==> src/rtl/core/kre_pkg.sv <==
// Package for the k-mer rolling encoder: item types, widths and constants.
`default_nettype none

package kre_pkg;

	// field widths fixed by the item formats
	localparam int CHAR_W  = 8;
	localparam int POS_W   = 32;
	localparam int CODE_W  = 26;
	localparam int SKIP_W  = 8;

	// default k-mer length in bases
	localparam int KMER_LEN_DEF = 13;

	// base character that marks an unknown base
	localparam logic [CHAR_W-1:0] BASE_UNKNOWN = 8'h4E;

	// one input item: a sequence character
	typedef struct packed {
		logic [CHAR_W-1:0] base_char;
		logic              last_base;
		logic [POS_W-1:0]  start_offset;
	} base_item_t;

	// one result item: an emitted k-mer and its start position
	typedef struct packed {
		logic [CODE_W-1:0] kmer_code;
		logic [POS_W-1:0]  kmer_position;
	} kmer_item_t;

endpackage

`default_nettype wire

==> src/rtl/core/kmer_rolling_encoder_top.sv <==
// Top level of the k-mer rolling encoder.
//
// Usage:
//   Bases enter on the base channel (base_valid / base_stall / base_item), one
//   character per item. Emitted k-mers leave on the kmer channel (kmer_valid /
//   kmer_stall / kmer_item). An item moves when valid is high and stall is low.
//   The skip interval is written on the cfg channel (cfg_valid / cfg_ready /
//   cfg_skip_interval); cfg_ready is always high. Write it only while idle.
// Result path: an accepted base loads the input register; a base that
//   completes an emitted k-mer then loads the result register, which
//   drives kmer_valid and kmer_item.
// Throughput: one base per cycle unless kmer_stall holds a result; all the
//   per-base work (2-bit code, shift, fill and skip counters, position add)
//   sits between the input and result registers.
// Stall: while kmer_stall holds a pending result the input register holds;
//   base_stall rises only when both registers are occupied.
// Reset: arst_n clears both valid bits, the k-mer state and the skip
//   interval (to zero); items are accepted in the first cycle after reset.
`default_nettype none

module kmer_rolling_encoder_top #(
	parameter int KMER_LEN = kre_pkg::KMER_LEN_DEF
) (
	input  wire                           clk,
	input  wire                           arst_n,
	// base channel
	input  wire                           base_valid,
	output logic                          base_stall,
	input  kre_pkg::base_item_t           base_item,
	// k-mer channel
	output logic                          kmer_valid,
	input  wire                           kmer_stall,
	output kre_pkg::kmer_item_t           kmer_item,
	// configuration channel
	input  wire                           cfg_valid,
	output logic                          cfg_ready,
	input  wire [kre_pkg::SKIP_W-1:0]     cfg_skip_interval
);
	import kre_pkg::*;

	localparam int KW = 2 * KMER_LEN;
	localparam int FW = $clog2(KMER_LEN + 1);
	localparam int EW = (KW > CODE_W) ? KW : CODE_W;

	// configuration register
	logic [SKIP_W-1:0] skip_interval_q;

	// sequence state
	logic [KW-1:0]     kmer_q;
	logic [FW-1:0]     fill_q;
	logic [SKIP_W-1:0] skip_q;
	logic [POS_W-1:0]  index_q;
	logic              in_seq_q;

	// pipeline registers
	base_item_t item_s1;
	logic       valid_s1;
	kmer_item_t item_s2;
	logic       valid_s2;

	// per-base next values
	logic              adv;
	logic              is_unknown;
	logic [1:0]        base_code;
	logic [POS_W-1:0]  pos;
	logic [SKIP_W-1:0] skip_cur;
	logic [KW-1:0]     kmer_shl;
	logic [KW-1:0]     kmer_nx;
	logic [FW-1:0]     fill_nx;
	logic [SKIP_W-1:0] skip_nx;
	logic              emit;
	logic [EW-1:0]     code_ext;

	assign cfg_ready = 1'b1;

	// handshake: stage 1 moves on when the result register is free or drained
	assign adv        = valid_s1 && (!valid_s2 || !kmer_stall);
	assign base_stall = valid_s1 && !adv;
	assign kmer_valid = valid_s2;
	assign kmer_item  = item_s2;

	// one base: code, shift, counters, position
	always_comb begin
		is_unknown = (item_s1.base_char == BASE_UNKNOWN);
		base_code  = item_s1.base_char[2:1];
		pos        = in_seq_q ? index_q : item_s1.start_offset;
		skip_cur   = in_seq_q ? skip_q : skip_interval_q;
		kmer_shl   = kmer_q << 2;
		kmer_nx    = kmer_shl | KW'(base_code);
		fill_nx    = (fill_q < FW'(KMER_LEN)) ? fill_q + FW'(1) : fill_q;
		emit       = 1'b0;
		skip_nx    = skip_cur;
		if (is_unknown) begin
			kmer_nx = '0;
			fill_nx = '0;
			skip_nx = skip_interval_q;
		end else if (fill_nx == FW'(KMER_LEN)) begin
			if (skip_cur == skip_interval_q) begin
				emit    = 1'b1;
				skip_nx = '0;
			end else begin
				skip_nx = skip_cur + SKIP_W'(1);
			end
		end
		code_ext = EW'(kmer_nx);
	end

	// configuration write
	always_ff @(posedge clk or negedge arst_n) begin
		if (!arst_n) begin
			skip_interval_q <= '0;
		end else if (cfg_valid && cfg_ready) begin
			skip_interval_q <= cfg_skip_interval;
		end
	end

	// input register
	always_ff @(posedge clk or negedge arst_n) begin
		if (!arst_n) begin
			valid_s1 <= 1'b0;
		end else if (!base_stall) begin
			valid_s1 <= base_valid;
		end
	end

	always_ff @(posedge clk) begin
		if (base_valid && !base_stall) begin
			item_s1 <= base_item;
		end
	end

	// sequence state update; last base clears k-mer state, skip_q gets the interval
	always_ff @(posedge clk or negedge arst_n) begin
		if (!arst_n) begin
			kmer_q   <= '0;
			fill_q   <= '0;
			skip_q   <= '0;
			index_q  <= '0;
			in_seq_q <= 1'b0;
		end else if (adv) begin
			if (item_s1.last_base) begin
				kmer_q   <= '0;
				fill_q   <= '0;
				skip_q   <= skip_interval_q;
				index_q  <= '0;
				in_seq_q <= 1'b0;
			end else begin
				kmer_q   <= kmer_nx;
				fill_q   <= fill_nx;
				skip_q   <= skip_nx;
				index_q  <= pos + POS_W'(1);
				in_seq_q <= 1'b1;
			end
		end
	end

	// result register
	always_ff @(posedge clk or negedge arst_n) begin
		if (!arst_n) begin
			valid_s2 <= 1'b0;
		end else if (adv && emit) begin
			valid_s2 <= 1'b1;
		end else if (!kmer_stall) begin
			valid_s2 <= 1'b0;
		end
	end

	always_ff @(posedge clk) begin
		if (adv && emit) begin
			item_s2.kmer_code     <= code_ext[CODE_W-1:0];
			item_s2.kmer_position <= pos + POS_W'(1) - POS_W'(KMER_LEN);
		end
	end

endmodule

`default_nettype wire

==> config.mk <==
export PLATFORM = sky130hd
export DESIGN_NAME = kmer_rolling_encoder_top
export DESIGN_NICKNAME = d
export VERILOG_FILES = /design/src/rtl/core/kre_pkg.sv /design/src/rtl/core/kmer_rolling_encoder_top.sv
export SDC_FILE = /design/constraint.sdc
export NUM_CORES = 1
export LEC_CHECK = 0
export ABC_AREA = 1
export ABC_CLOCK_PERIOD_IN_PS = 13900
export BUFFER_PORTS_ARGS = -buffer_cell sky130_fd_sc_hd__buf_2
export CAP_MARGIN = 20
export CORE_MARGIN = 5
export CORE_UTILIZATION = 55
export CTS_CLUSTER_SIZE = 25
export DETAILED_ROUTE_END_ITERATION = 12
export MAX_ROUTING_LAYER = met4
export PLACE_DENSITY_LB_ADDON = 0.2
export SLEW_MARGIN = 40
export SYNTH_ARGS = -nofsm -noshare
export SYNTH_HDL_FRONTEND = slang
export SYNTH_SLANG_ARGS = --single-unit
==> constraint.sdc <==
create_clock -name clk -period 13.9 [get_ports clk]
set_clock_uncertainty 0.2 [all_clocks]
set_input_delay 2.78 -clock clk [delete_from_list [all_inputs] [get_ports clk]]
set_output_delay 2.78 -clock clk [all_outputs]
set_load 0.03 [all_outputs]
==> reports/metrics.cfg <==
[synthesis]
yosysSeqAreaShare_pct=52.65
synth_cell_types=40
synth_warnings=0
synth-async-reset-ratio_pct=44.38
syn_area_um2=9402
synth_top_area_share_pct=31.62
synth_most_common_cell=nand2_1
ys_top_cells_by_count=nand2_1 (349), inv_1 (132), nor2_1 (119)
synth_area_leader_cell=edfxtp_1
synth_edf_count=99
synth.avg_cell_area_um2=8.424
ys.flop_type=edfxtp_1
syn-instance-count=1116
yosys_register_bits=178
ys_top_cells_by_area=edfxtp_1 (32%), dfrtp_1 (21%), nand2_1 (14%)
synth_nets=1175

[worst_setup_path]
crit_path_start_kind=primary input
critPathKind=in2out
worst-path-max-fanout=3
reg2reg_depth=16
arrival_ns=3.37
end_kind=primary output
critPathRequiredTime_ns=10.92

[power_and_ir_drop]
switchingPower_mw=0.4179
p_per_area_nw_per_um2=124.7
seqPwrFrac_pct=45.8
peakVddDrop_mv=0.08205
p_leak_nw=4.795
intPower_mw=0.9173
clock_power_share_pct=35.6
power_mw=1.335
combPwrFrac_pct=18.5
switching_share_pct=31.30

[hold_path]
hold_class=reg2reg
hold_depth=2

[floorplan]
io_pins=115
rows=47
dieArea_um2=19810
die_w_um=140.7
core_um2=16700
die_y_um=140.7
start_util_pct=56.29

[global_routing]
grt_max_degree=64
grt_pass1_vias=7129
grt_overflow=0
grt.total_usage_pct=24.10
antenna_found_initial=0
grt_pass1_wl_mm=36.83

[sta]
slew_headroom_pct=46.17
worstMarginPinSlew_ns=0.8056
hold_viol=0
hold_ws_ns=0.2841
layout_min_cycle_time_ns=6.350
max_freq_ghz=0.1575
post-route-period-util_pct=45.68
setup_viol=0
setup_tns_ns=0
finalMaxSlewViolations=0
rsz0062_at_grt=no

[placement]
placed_cell_area_um2=10100
dp.cells=1424
dp_hpwl_mm=16.75
gp_congestion=1.009
portBuffers=113

[clock_network]
cts-buffers-inserted=17
cts_hold_buf=0
cts_sinks=178
clk_latency_ns=0.43
cts_tree=built
cts-root-buf=clkbuf_16
post_cts_buffers=0
htree_levels=4
cts_resized=0
clk_path_buf_depth=2
cts.clk_slew.worst_paths_ns=0.07

[finish]
drive_gt1_share_pct=19.01
num-nets-final=1282
fill_cells=1447
syn_to_final_growth_pct=13.89
stdcell_count=1456
multiInputGateArea_um2=3739
register_area_um2=4951
fin_area_um2=10710
diodes=0

[drt]
drc=0
wire_per_inst_um=15.56
via_count=7752
wirelength_mm=22.65
ant_nets=0
drt_iter0_markers=642
viasPerCell=5.324
drtPass1Iterations=8

[run_status]
status=completed

[flow_run]
max_cap_viol_count=0

[worst max-delay path, stage by stage]
cell,delay (ns)
buf_2,0.07
nand2_1,0.11
nor2_1,0.18
buf_2,0.23
[final timing paths]
| kind | start | endpoint | slack, ns |
|---|---|---|---|
| setup / recovery | kmer_stall | base_stall | 7.55 |
| hold / removal | skip_q[1] | skip_q[1] | 0.28 |
| setup reg to reg | in_seq_q | kmer_item[31] | 10.02 |
| hold reg to reg | skip_q[1] | skip_q[1] | 0.28 |
| max in group asynchronous | arst_n | in_seq_q | 10.59 |
| min in group asynchronous | arst_n | index_q[7] | 2.03 |
[cell usage in the layout, fill, tap and decap left out, drive strengths merged, types with 2 or more instances in the layout]
cell type,Yosys,routed
dfrtp,79,79
nand4,12,12
clkinv,0,4
o22ai,52,52
buf,17,118
edfxtp,99,99
or2,2,2
nor3,5,5
nor2,145,145
xor2,24,24
xnor2,5,5
nand3,59,59
ha,5,5
inv,140,149
clkbuf,13,18
o21ai,56,56
a21oi,17,17
nand2,378,378
[layout make-up]
type                    count  share of cell area (%)
flip-flops and latches    178                   46.24
well taps                 220                   2.571
clock inverters            14                   1.402
clock buffers              18                   4.207
inverters                 140                   4.978
repair buffers            118                   5.691
multi-input cells         768                   34.91
[cell families after synthesis]
logic type | after synthesis | synth area share [%]
compound gates | 131 | 8.291
buf+inv | 170 | 7.746
xor+xnor | 29 | 2.702
fa+ha+maj | 5 | 0.6654
other cells | 1 | 0.03989
simple gates | 602 | 27.91
flops | 178 | 52.65
[power by group through the flow]
stage | combinational, mW | clock (mW) | sequential [mW]
2_1_floorplan | 0.184 | 0 | 0.616
3_3_place_gp | 0.237 | 0 | 0.621
3_5_place_dp | 0.243 | 0 | 0.622
4_1_cts | 0.244 | 0.483 | 0.611
5_1_grt | 0.279 | 0.510 | 0.615
6_report | 0.248 | 0.476 | 0.612
[layer usage]
| metal | vias to the layer above | wire length [µm] | global-route usage, % |
|---|---|---|---|
| li1 | 3834 | - | - |
| met1 | 3617 | 10710 | 35.98 |
| met2 | 273 | 9694 | 34.38 |
| met3 | 28 | 1888 | 3.928 |
| met4 | 0 | 355 | 6.476 |
| met5 | - | 0 | - |
[metrics by stage]
stage / util (%) / worst slack, ns
finish: 64.11 / 7.550
global route: 64.11 / 7.518
CTS: 64.09 / 7.535
detailed placement: 60.50 / 7.539
global placement: 60.47 / 7.560
floorplan: - / 7.551
[registers in the layout, summed over array words and instances, names as in the netlist]
name,count
kmer_item,58
kmer_valid,1
item_s1,39
in_seq_q,1
fill_q,4
valid_s1,1
index_q,32
base_code,2
skip_q,8
skip_interval_q,8
kmer_q,24
(Power assumes the default switching activity.)
